### src/hw/rtl/rcpa_pkg.sv
package rcpa_pkg;

  // Geometry
  localparam int NUM_PAGES = 32768;
  localparam int IDX_W     = $clog2(NUM_PAGES);
  localparam int TOP_W     = IDX_W + 1;
  localparam int PAGE_W    = 15;
  localparam int COUNT_W   = 8;
  localparam int ALU_W     = (TOP_W > COUNT_W) ? TOP_W : COUNT_W;
  localparam int CFG_AW    = 3;
  localparam int CFG_DW    = 32;

  localparam logic [COUNT_W-1:0] COUNT_MAX = '1;

  // Operation codes
  localparam logic [1:0] MODE_ALLOC = 2'd0;
  localparam logic [1:0] MODE_FREE  = 2'd1;
  localparam logic [1:0] MODE_ADD   = 2'd2;
  localparam logic [1:0] MODE_INIT  = 2'd3;

  // Status codes
  localparam logic [2:0] ST_OK    = 3'd0;
  localparam logic [2:0] ST_EMPTY = 3'd1;
  localparam logic [2:0] ST_RANGE = 3'd2;
  localparam logic [2:0] ST_ZERO  = 3'd3;
  localparam logic [2:0] ST_SAT   = 3'd4;

  // Shared unit operations
  localparam logic ALU_INC = 1'b0;
  localparam logic ALU_DEC = 1'b1;

  typedef struct packed {
    logic [1:0]        mode;
    logic [PAGE_W-1:0] page;
  } in_word_t;

  typedef struct packed {
    logic [2:0]         status;
    logic [PAGE_W-1:0]  page_out;
    logic [COUNT_W-1:0] ref_count;
    logic               released;
  } out_word_t;

  typedef struct packed {
    logic             op;
    logic [ALU_W-1:0] a;
    logic [ALU_W-1:0] b;
  } alu_req_t;

  typedef struct packed {
    logic [ALU_W-1:0] res;
    logic             eq;
    logic             res_zero;
  } alu_rsp_t;

endpackage

### src/hw/rtl/rcpa_alu.sv
module rcpa_alu import rcpa_pkg::*; (
  input  alu_req_t req,
  output alu_rsp_t rsp
);

  logic [ALU_W-1:0] sum;

  // Step by one, plus an equality compare on the operand
  always_comb begin
    if (req.op == ALU_DEC) begin
      sum = req.a - ALU_W'(1);
    end else begin
      sum = req.a + ALU_W'(1);
    end
    rsp.res      = sum;
    rsp.eq       = (req.a == req.b);
    rsp.res_zero = (sum == '0);
  end

endmodule

### config.mk
export PLATFORM = sky130hd
export DESIGN_NAME = rcpa_alu
export DESIGN_NICKNAME = d
export VERILOG_FILES = /design/src/hw/rtl/rcpa_pkg.sv /design/src/hw/rtl/rcpa_alu.sv
export SDC_FILE = /design/constraint.sdc
export NUM_CORES = 1
export LEC_CHECK = 0
export BUFFER_PORTS_ARGS = -buffer_cell sky130_fd_sc_hd__buf_2
export CAP_MARGIN = 10
export CORE_UTILIZATION = 44
export DETAILED_ROUTE_END_ITERATION = 6
export PLACE_DENSITY = 0.89
export SLEW_MARGIN = 10
export SYNTH_ARGS = -nofsm -noshare
export SYNTH_HDL_FRONTEND = slang
export SYNTH_SLANG_ARGS = --single-unit
### constraint.sdc
create_clock -name vclk -period 2.64
set_clock_uncertainty 0.15 [all_clocks]
set_input_delay 0.132 -clock vclk [all_inputs]
set_output_delay 0.132 -clock vclk [all_outputs]
set_load 0.005 [all_outputs]
==> reports/results.ini, run 1 <==
[power]
power.switching_fraction_pct = 46.02
power_leakage_nw = 0.8935
seq_power_share_pct = 0
total_power_uw = 505.0
clock_share_of_power_pct = 0
total_switching_power_uw = 232.4
p_per_area_nw_per_um2 = 280.7
peakVddDrop_uv = 190.2
logic_pwr_share_pct = 100.0
cell_internal_pwr_uw = 272.6

[global_routing]
antenna_found_initial = 0
grt_pass1_vias = 1579
overall_track_demand_over_capacity_in_global_routing_pct = 37.98
grt_start_max_net_pins = 11
wire_length_of_the_first_global_routing_pass_mm = 7.113
total_overflow_reported_by_the_global_router = 0

[timing]
slew_headroom_pct = 71.62
max_clock_freq_ghz = 0.3452
final-max-slew-violation-count = 0
hold_ws_ns = 0.4766
period_needed_ns = 2.897
setup-tns-final_ns = -0.2809
report.final.setup_viol = 2
timing.final.crit_share_pct = 109.7
final_worst_setup_slack_ns = -0.2572
max_slew.worst_pin.slew_ns = 0.4257
hold_viol = 0
grt_setup_unrepaired = yes

[critical_path]
path_delay_family = compound AO/OA/AOI/OAI gates
worstPathBufferInverterCount = 4
cp_slowest_stage_delay_ns = 0.56
critPathMostFrequentCell = sky130_fd_sc_hd__buf_4
critPathArrivalTime_ns = 2.62
timing.critical_path.from_type = primary input
crit_path_end_kind = output port
timing.setup.critical_path_class = in2out
worstPathRequired_ns = 2.36
critical_path_peak_fanout = 6
critPathSlowestCell = sky130_fd_sc_hd__or4_4
crit_path_cell_trace = buf_12 -> ha_4 -> buf_4 -> buf_4 -> a21o_1 -> a211oi_2 -> a21oi_1 -> a2111oi_4 -> o2111ai_1 -> or4_4 -> nor4_2 -> buf_2

[detailed_routing]
drt-vias-per-instance = 6.035
routed-via-count = 1557
drt_iter0_drc = 41
totalWireLength_mm = 4.685
drtPass1Iterations = 4
remaining_drc_errors = 0
routedWlPerCell_um = 18.16
detail-route-antenna-nets = 0

[run_status]
outcome = finished with violations
violations = setup timing

[layout]
seq_cell_count = 0
drive_above_1_share_pct = 54.11
final_core_utilization_pct = 88.11
area_growth_pct = 82.03
layout.clock_buffers = 0
area.sequential_um2 = 0
layout.filler_cells = 90
post-route-cell-area_um2 = 1799
number_of_diodes_added_for_antenna_fixing = 0
instances_no_fill = 258
fin_nets = 282

[min_path]
min-delay-path-class = in2out
whs_endpoint = rsp[2]
holdPathStages = 4
holdCritStartpoint = req[16]

[floorplanning]
fp.coreArea_um2 = 2042
die_h_um = 49.40
floorplan.rows = 16
die_area_um2 = 2440
effective_utilization_at_floorplan_pct = 48.41
ios = 51
die_x_um = 49.40

[placed_design]
buffer_ports.inserted = 51
dp_hpwl_mm = 3.190
detailed_place.area_um2 = 1642
numPlacedInstances = 254
place_ws_ns = -0.4019
gp_congestion = 0.9485

[flow_run]
number_of_violations_of_the_max_capacitance_limit = 0

[logic_synthesis]
mappedNetlistNets = 179
ys_seq_area_share_pct = 0
synthesis.area_um2 = 988.4
number_of_instances_in_the_synthesized_netlist = 130
syn-mean-instance-area_um2 = 7.603
post_synth_num_cell_types = 40
synth-warning-count = 0

[clock_tree]
post_cts_hold_buffer_count = 0

per-layer routing:
layer  wire [um]  track usage, %  part of all wire [%]
met2        2317           71.46                    49
met3         319           3.738                   6.8
met1        1705           37.43                    36
met4         342           29.52                   7.3
met5           0               0                     0
cell families (layout without fill, tap and decap cells):
logic type | Yosys count | after routing | share of synthesized area, %
AO/OA/AOI/OAI | 39 | 39 | 28.35
XOR/XNOR | 27 | 27 | 23.92
adder cells (fa/ha/maj) | 16 | 16 | 21.01
buffers and inverters | 5 | 106 | 1.898
multiplexers | 1 | 1 | 1.013
AND/OR/NAND/NOR | 42 | 42 | 23.80
final cells by class:
cell class | count | area (um2) | share of cell area, %
Multi-Input combinational cell | 125 | 1085 | 60.29
Timing Repair Buffer | 102 | 665.6 | 37.00
Tap cell | 27 | 33.78 | 1.878
Inverter | 4 | 15.01 | 0.8345
cells in the mapped netlist, drive strengths merged:
library cell	instances	area (um2)
xnor2	23	201.4
o2111ai	1	8.760
o21ai	6	30.03
nor3	1	5.000
o21a	2	15.01
or4	1	7.510
a211o	2	18.77
and3b	1	8.760
o211ai	1	7.510
a2111oi	1	15.01
or3	2	12.51
inv	4	15.01
a31o	1	8.760
nor4	2	18.77
a21o	7	52.55
o22ai	1	6.260
and3	4	27.52
fa	1	20.02
o21bai	2	15.01
or2	2	12.51
a211oi	2	15.01
and2	4	27.52
mux2i	1	10.01
nand4	6	37.54
ha	15	187.7
xor2	4	35.03
a2111o	2	22.52
o2bb2ai	1	8.760
a21boi	1	7.510
a21oi	8	40.04
a221oi	1	8.760
nand2	5	18.77
nand3	3	15.01
nand2b	1	6.260
clkbuf	1	3.750
nor2	10	37.54
power groups by stage:
stage / sequential, mW / combinational [mW] / clock, mW
after floorplan: 0 / 0.210 / 0
after global placement: 0 / 0.420 / 0
after detailed placement: 0 / 0.437 / 0
after CTS: 0 / 0.467 / 0
after global routing: 0 / 0.539 / 0
final: 0 / 0.505 / 0
worst max-delay path by stage:
stage,endpoint,depth (start not counted),slack [ns],from
2_1_floorplan,rsp[0],8,0.05,req[18]
3_3_place_gp,rsp[0],11,-0.33,req[32]
3_5_place_dp,rsp[0],10,-0.40,req[32]
4_1_cts,rsp[0],10,-0.27,req[32]
5_1_grt,rsp[0],11,-0.38,req[32]
6_report,rsp[0],12,-0.26,req[32]
layout by cell type, fill, tap and decap left out, types with 3 or more instances in the layout:
| master | synthesis | routed |
|---|---|---|
| sky130_fd_sc_hd__xnor2_1 | 23 | 22 |
| sky130_fd_sc_hd__ha_1 | 15 | 9 |
| sky130_fd_sc_hd__buf_2 | 0 | 48 |
| sky130_fd_sc_hd__buf_4 | 0 | 51 |
| sky130_fd_sc_hd__xor2_1 | 4 | 4 |
| sky130_fd_sc_hd__nand3_1 | 3 | 3 |
| sky130_fd_sc_hd__inv_1 | 4 | 4 |
| sky130_fd_sc_hd__a21oi_1 | 8 | 7 |
| sky130_fd_sc_hd__nand4_1 | 6 | 6 |
| sky130_fd_sc_hd__nand2_1 | 5 | 5 |
| sky130_fd_sc_hd__a21o_1 | 7 | 7 |
| sky130_fd_sc_hd__ha_4 | 0 | 5 |
| sky130_fd_sc_hd__nor2_1 | 10 | 10 |
| sky130_fd_sc_hd__o21ai_0 | 6 | 6 |
timing repair:
action                                 in CTS  in global routing
buffers inserted                            4                  0
gates resized for setup                    14                  8
pin swaps                                  11                  7
endpoints found under the hold margin       0                  0
setup endpoints to repair                   2                  3
worst min-delay path, cell delays in order:
cell	delay [ns]
sky130_fd_sc_hd__buf_6	0.08
sky130_fd_sc_hd__buf_4	0.13
sky130_fd_sc_hd__inv_1	0.04
sky130_fd_sc_hd__buf_2	0.11
Power figures use the tool's default switching activity.
==> run 2, diff against run 1 <==
--- a/config.mk
+++ b/config.mk
@@ -10,6 +10,7 @@
 export CORE_UTILIZATION = 44
 export DETAILED_ROUTE_END_ITERATION = 6
 export PLACE_DENSITY = 0.89
+export RECOVER_POWER = 100
 export SLEW_MARGIN = 10
 export SYNTH_ARGS = -nofsm -noshare
 export SYNTH_HDL_FRONTEND = slang
==> run 2 against run 1 <==
Net effect: sequential share of layout area unchanged; combinational power about the same; first-iteration DRC count decreased by 7.3%; cell count unchanged; the run still ends with setup timing left; die area unchanged; non-clock buffer count unchanged; wire length decreased by 0.53%; maximum frequency increased by 0.21%; via count increased by 0.26%; cell area about the same; largest power group unchanged.
==> reports/results.ini, run 2 (synthesis gave the netlist of run 1 again) <==
[run_status]
outcome = finished with violations  ; unchanged
violations = setup timing  ; unchanged

[power]
clock_share_of_power_pct = 0  ; about the same
power_leakage_nw = 0.8891  ; was 0.8935 nW
total_power_uw = 504.0  ; was 505.0 uW
logic_pwr_share_pct = 100.0  ; about the same
cell_internal_pwr_uw = 272.6  ; about the same
seq_power_share_pct = 0  ; about the same
power.switching_fraction_pct = 45.91  ; was 46.02%
p_per_area_nw_per_um2 = 280.3  ; was 280.7 nW/um2
total_switching_power_uw = 231.4  ; was 232.4 uW
peakVddDrop_uv = 190.5  ; was 190.2 uV

[layout]
area_growth_pct = 81.90  ; was 82.03%
seq_cell_count = 0  ; unchanged
layout.filler_cells = 91  ; was 90
instances_no_fill = 258  ; unchanged
layout.clock_buffers = 0  ; unchanged
number_of_diodes_added_for_antenna_fixing = 0  ; unchanged
drive_above_1_share_pct = 53.68  ; was 54.11%
area.sequential_um2 = 0  ; unchanged
mostFrequentLayoutCells = sky130_fd_sc_hd__buf_4, sky130_fd_sc_hd__buf_2, sky130_fd_sc_hd__xnor2_1  ; unchanged
layout_commonest_cell = sky130_fd_sc_hd__buf_4  ; unchanged
fin_nets = 282  ; unchanged

[floorplanning]
effective_utilization_at_floorplan_pct = 48.41  ; unchanged
die_area_um2 = 2440  ; unchanged
floorplan.rows = 16  ; unchanged
die_h_um = 49.40  ; unchanged
ios = 51  ; unchanged
die_x_um = 49.40  ; unchanged
fp.coreArea_um2 = 2042  ; unchanged

[global_routing]
wire_length_of_the_first_global_routing_pass_mm = 7.113  ; unchanged
total_overflow_reported_by_the_global_router = 0  ; unchanged
grt_start_max_net_pins = 11  ; unchanged
antenna_found_initial = 0  ; unchanged
grt_pass1_vias = 1579  ; unchanged
overall_track_demand_over_capacity_in_global_routing_pct = 37.98  ; unchanged

[timing]
timing.final.crit_share_pct = 109.5  ; was 109.7%
max_slew.worst_pin.slew_ns = 0.4283  ; was 0.4257 ns
final_worst_setup_slack_ns = -0.2512  ; was -0.2572 ns
slew_headroom_pct = 71.45  ; was 71.62%
max_clock_freq_ghz = 0.3459  ; was 0.3452 GHz
period_needed_ns = 2.891  ; was 2.897 ns
grt_setup_unrepaired = yes  ; unchanged
final-max-slew-violation-count = 0  ; unchanged
hold_viol = 0  ; unchanged
report.final.setup_viol = 2  ; unchanged

[detailed_routing]
routed-via-count = 1561  ; was 1557
routedWlPerCell_um = 18.06  ; was 18.16 um
drt_iter0_drc = 38  ; was 41
drtPass1Iterations = 4  ; unchanged
totalWireLength_mm = 4.660  ; was 4.685 mm
drt-vias-per-instance = 6.050  ; was 6.035
remaining_drc_errors = 0  ; unchanged
detail-route-antenna-nets = 0  ; unchanged

[placed_design]
numPlacedInstances = 254  ; unchanged
gp_congestion = 0.9485  ; unchanged
buffer_ports.inserted = 51  ; unchanged
place_ws_ns = -0.4019  ; unchanged
dp_hpwl_mm = 3.190  ; unchanged

[flow_run]
number_of_violations_of_the_max_capacitance_limit = 0  ; unchanged

[clock_tree]
post_cts_hold_buffer_count = 0  ; unchanged

[critical_path]
crit_path_end_kind = output port  ; unchanged
critPathArrivalTime_ns = 2.61  ; was 2.62 ns
timing.setup.critical_path_class = in2out  ; unchanged
timing.critical_path.from_type = primary input  ; unchanged
critical_path_peak_fanout = 6  ; unchanged
worstPathRequired_ns = 2.36  ; about the same

[min_path]
whs_endpoint = rsp[2]  ; unchanged
holdCritStartpoint = req[16]  ; unchanged
holdPathStages = 4  ; unchanged
min-delay-path-class = in2out  ; unchanged

-- run 2: routing by layer --
metal,global-route usage (%),up-vias,wire (um)
met5,0,-,0
met4,29.52,0,335
met3,3.738,36,318
met2,71.46,118,2312
met1,37.43,712,1693
li1,-,695,-
-- run 2: power by group through the flow --
stage	clock network [mW]	logic [mW]	registers [mW]
6_report	0	0.504	0
3_3_place_gp	0	0.420	0
4_1_cts	0	0.467	0
2_1_floorplan	0	0.210	0
5_1_grt	0	0.539	0
3_5_place_dp	0	0.437	0
-- run 2: critical path: stages --
cell	delay [ns]
sky130_fd_sc_hd__buf_12	0.11
sky130_fd_sc_hd__ha_1	0.37
sky130_fd_sc_hd__o21a_1	0.20
sky130_fd_sc_hd__a21o_1	0.15
sky130_fd_sc_hd__buf_4	0.11
sky130_fd_sc_hd__a21oi_1	0.13
sky130_fd_sc_hd__a2111oi_4	0.41
sky130_fd_sc_hd__o2111ai_1	0.16
sky130_fd_sc_hd__or4_4	0.56
sky130_fd_sc_hd__nor4_2	0.13
sky130_fd_sc_hd__buf_2	0.15
-- run 2: through the flow --
stage / utilization [%] / hold slack (ns) / TNS (ns) / instance area (um2)
floorplan: - / 0.1405 / 0 / 1003
global placement: 80.39 / 0.4801 / -0.4893 / 1642
detailed placement: 80.39 / 0.5015 / -0.5817 / 1642
CTS: 85.78 / 0.4723 / -0.3200 / 1752
global route: 88.05 / 0.4841 / -0.4979 / 1798
finish: 88.05 / 0.4780 / -0.2773 / 1798
-- run 2: what timing repair did --
action / in CTS / in global routing
pin swaps: 11 / 7
setup endpoints to repair: 2 / 3
buffers inserted: 4 / 0
gates resized for setup: 14 / 8
-- run 2: layout make-up --
cell class / instances / area (um2) / area share [%]
repair buffers: 102 / 664.4 / 36.95
multi-input cells: 125 / 1085 / 60.33
inverters: 4 / 15.01 / 0.8351
well taps: 27 / 33.78 / 1.879
-- run 2: worst max path at each step --
stage,start,end,slack (ns),cells after the start
after floorplan,req[18],rsp[0],0.05,8
after global placement,req[32],rsp[0],-0.33,11
after detailed placement,req[32],rsp[0],-0.40,10
after CTS,req[32],rsp[0],-0.27,10
after global routing,req[32],rsp[0],-0.38,11
final,req[32],rsp[0],-0.25,11
==> run 3, diff against run 2 <==
--- a/config.mk
+++ b/config.mk
@@ -5,9 +5,10 @@
 export SDC_FILE = /design/constraint.sdc
 export NUM_CORES = 1
 export LEC_CHECK = 0
+export ABC_AREA = 1
 export BUFFER_PORTS_ARGS = -buffer_cell sky130_fd_sc_hd__buf_2
 export CAP_MARGIN = 10
-export CORE_UTILIZATION = 44
+export CORE_UTILIZATION = 47
 export DETAILED_ROUTE_END_ITERATION = 6
 export PLACE_DENSITY = 0.89
 export RECOVER_POWER = 100
==> constraint.sdc (replaced) <==
create_clock -name vclk -period 2.64
set_clock_uncertainty 0.15 [all_clocks]
set_input_delay 0.396 -clock vclk [all_inputs]
set_output_delay 0.396 -clock vclk [all_outputs]
set_load 0.005 [all_outputs]
==> run 3 against run 2 <==
Net effect: the flow now finishes without violations; cell area shrank 4.2%; core utilization is 20 points lower; die area rose by 20%; synthesized cell count grew 74%; wire length shrank 22%; total power shrank 20%; via count is 0.13% higher; first-iteration DRC count rose by 24%; synthesized area up 29%; global-route usage down 15 points; non-clock buffer count down 49.
==> reports/results.ini, run 3 <==
[critical_path]
worstPathBufferInverterCount = 2  ; was 3
worstPathRequired_ns = 2.09  ; was 2.36 ns
crit_end = rsp[0]  ; unchanged
cp_slowest_stage_delay_ns = 0.39  ; was 0.56 ns
timing.critical_path.from_type = primary input  ; unchanged
critical_path_peak_fanout = 16  ; was 6
critPathSlowestCell = sky130_fd_sc_hd__ha_1  ; was sky130_fd_sc_hd__or4_4
critPathArrivalTime_ns = 1.96  ; was 2.61 ns
timing.setup.critical_path_class = in2out  ; unchanged
crit_path_cell_trace = buf_8 -> ha_1 -> nand2_1 -> nor2_1 -> and2_1 -> nand2_2 -> nand3b_2 -> nand2_2 -> nor2_1 -> nand3_1 -> nor2_2 -> buf_2  ; was buf_12 -> ha_1 -> o21a_1 -> a21o_1 -> buf_4 -> a21oi_1 -> a2111oi_4 -> o2111ai_1 -> or4_4 -> nor4_2 -> buf_2
timing.critical_path.depth = 12  ; was 11
crit_path_end_kind = output port  ; unchanged
path_delay_family = simple AND/OR/NAND/NOR gates  ; was compound AO/OA/AOI/OAI gates
critPathLaunch = req[32]  ; unchanged

[logic_synthesis]
library_cell_with_the_highest_instance_count_after_synthesis = sky130_fd_sc_hd__nand2_1  ; was sky130_fd_sc_hd__xnor2_1
post_synth_num_cell_types = 25  ; was 40
synthDominantCellAreaShare_pct = 21.85  ; was 20.38%
syn-mean-instance-area_um2 = 5.625  ; was 7.603 um2
ys_seq_area_share_pct = 0  ; unchanged
number_of_instances_in_the_synthesized_netlist = 226  ; was 130
synth_largest_area_cell = sky130_fd_sc_hd__nand2_1  ; was sky130_fd_sc_hd__xnor2_1
yosys-top-cells-count = sky130_fd_sc_hd__nand2_1, sky130_fd_sc_hd__inv_1, sky130_fd_sc_hd__ha_1  ; was sky130_fd_sc_hd__xnor2_1, sky130_fd_sc_hd__ha_1, sky130_fd_sc_hd__nor2_1
netlist_top_cells_area = sky130_fd_sc_hd__nand2_1, sky130_fd_sc_hd__ha_1, sky130_fd_sc_hd__inv_1  ; was sky130_fd_sc_hd__xnor2_1, sky130_fd_sc_hd__ha_1, sky130_fd_sc_hd__a21o_1
synthesis.area_um2 = 1271  ; was 988.4 um2
synth-warning-count = 0  ; unchanged
mappedNetlistNets = 275  ; was 179

[timing]
final_worst_setup_slack_ns = 0.1374  ; was -0.2512 ns
final-max-slew-violation-count = 0  ; unchanged
timing.final.crit_share_pct = 94.79  ; was 109.5%
report.final.setup_viol = 0  ; was 2
period_needed_ns = 2.503  ; was 2.891 ns
max_clock_freq_ghz = 0.3996  ; was 0.3459 GHz
setup-tns-final_ns = 0  ; was -0.2773 ns
hold_viol = 0  ; unchanged
slew_headroom_pct = 83.22  ; was 71.45%
max_slew.worst_pin.slew_ns = 0.2499  ; was 0.4283 ns

[min_path]
min-delay-path-class = in2out  ; unchanged

[clock_tree]
post_cts_hold_buffer_count = 0  ; unchanged
postCtsSetupBuffers = 0  ; was 4
ctsResizeCount = 1  ; was 14

[global_routing]
wire_length_of_the_first_global_routing_pass_mm = 5.112  ; was 7.113 mm
overall_track_demand_over_capacity_in_global_routing_pct = 22.86  ; was 37.98%
total_overflow_reported_by_the_global_router = 0  ; unchanged
grt_pass1_vias = 1295  ; was 1579
antenna_found_initial = 0  ; unchanged
grt_start_max_net_pins = 17  ; was 11

[run_status]
outcome = completed  ; was finished with violations

[layout]
post-route-cell-area_um2 = 1722  ; was 1798 um2
fin_nets = 330  ; was 282
seq_cell_count = 0  ; unchanged
drive_above_1_share_pct = 33.33  ; was 53.68%
final_core_utilization_pct = 68.25  ; was 88.05%
number_of_diodes_added_for_antenna_fixing = 0  ; unchanged
area_growth_pct = 35.43  ; was 81.90%
layout_commonest_cell = sky130_fd_sc_hd__nand2_1  ; was sky130_fd_sc_hd__buf_4
mostFrequentLayoutCells = sky130_fd_sc_hd__nand2_1, sky130_fd_sc_hd__buf_2, sky130_fd_sc_hd__inv_1  ; was sky130_fd_sc_hd__buf_4, sky130_fd_sc_hd__buf_2, sky130_fd_sc_hd__xnor2_1
area.sequential_um2 = 0  ; unchanged
layout.clock_buffers = 0  ; unchanged

[placed_design]
detailed_place.area_um2 = 1579  ; was 1642 um2
buffer_ports.inserted = 51  ; unchanged
gp_congestion = 0.9261  ; was 0.9485
dp_hpwl_mm = 2.758  ; was 3.190 mm
place_ws_ns = -0.04155  ; was -0.4019 ns

[power]
power_leakage_nw = 0.9496  ; was 0.8891 nW
p_per_area_nw_per_um2 = 234.9  ; was 280.3 nW/um2
total_power_uw = 404.4  ; was 504.0 uW
peakVddDrop_uv = 136.8  ; was 190.5 uV

[detailed_routing]
drt_iter0_drc = 47  ; was 38
highest_layer = met3  ; was met4
metal2_wl_mm = 1.849  ; was 2.312 mm
routedWlPerCell_um = 11.69  ; was 18.06 um
detail-route-antenna-nets = 0  ; unchanged
remaining_drc_errors = 0  ; unchanged
wire_length_on_met1_mm = 1.535  ; was 1.693 mm
routed-via-count = 1563  ; was 1561
totalWireLength_mm = 3.612  ; was 4.660 mm
drt-vias-per-instance = 5.058  ; was 6.050
drtPass1Iterations = 4  ; unchanged
routed-wl-met3_um = 227  ; was 318 um

[floorplanning]
floorplan.rows = 18  ; was 16
die_area_um2 = 2917  ; was 2440 um2
die_h_um = 54.01  ; was 49.40 um
ios = 51  ; unchanged
die_x_um = 54.01  ; was 49.40 um
effective_utilization_at_floorplan_pct = 50.40  ; was 48.41%
fp.coreArea_um2 = 2522  ; was 2042 um2

[flow_run]
number_of_violations_of_the_max_capacitance_limit = 0  ; unchanged

==> run 3: layer usage <==
layer / track usage [%] / up-vias
li1: - / 809
met1: 30.53 / 695
met2: 42.80 / 59
met3: 0 / 0
met4: 0.8547 / 0
met5: 0 / -
==> run 3: how the worst min path moves through the flow <==
| stage | slack, ns | from | cells past startpoint | endpoint |
|---|---|---|---|---|
| after floorplan | 0.67 | req[16] | 1 | rsp[2] |
| final | 0.99 | req[1] | 5 | rsp[1] |
| after detailed placement | 1.02 | req[3] | 5 | rsp[1] |
| after global placement | 1.00 | req[16] | 3 | rsp[3] |
| after CTS | 1.02 | req[15] | 5 | rsp[1] |
| after global routing | 1.06 | req[1] | 5 | rsp[1] |
==> run 3: power by group <==
group / total [mW] / switching, mW / leakage (nW) / internal, mW
clock: 0 / 0 / 0 / 0
sequential: 0 / 0 / 0 / 0
combinational: 0.404 / 0.226 / 0.950 / 0.178
==> run 3: logic make-up after synthesis <==
family                     after synthesis  share of synthesized area [%]
AOI/OAI and AO/OA                       12                          6.201
xor gates and xnor gates                17                          12.89
adders and majority gates               16                          16.34
buffers and inverters                   44                          12.99
and+or+nand+nor                        137                          51.58
==> run 3: per-stage QoR <==
step           hold WS (ns)  instances
3_5_place_dp          1.016        309
5_1_grt               1.056        309
6_report             0.9939        309
4_1_cts               1.018        309
2_1_floorplan        0.6685        226
3_3_place_gp          1.002        309
==> run 3: area by class of cell <==
| class | count | area, um2 |
|---|---|---|
| multi-input combinational | 182 | 1247 |
| fill | 209 | 800.8 |
| timing repair buffer | 53 | 271.5 |
| inverter | 44 | 165.2 |
| tap | 30 | 37.54 |
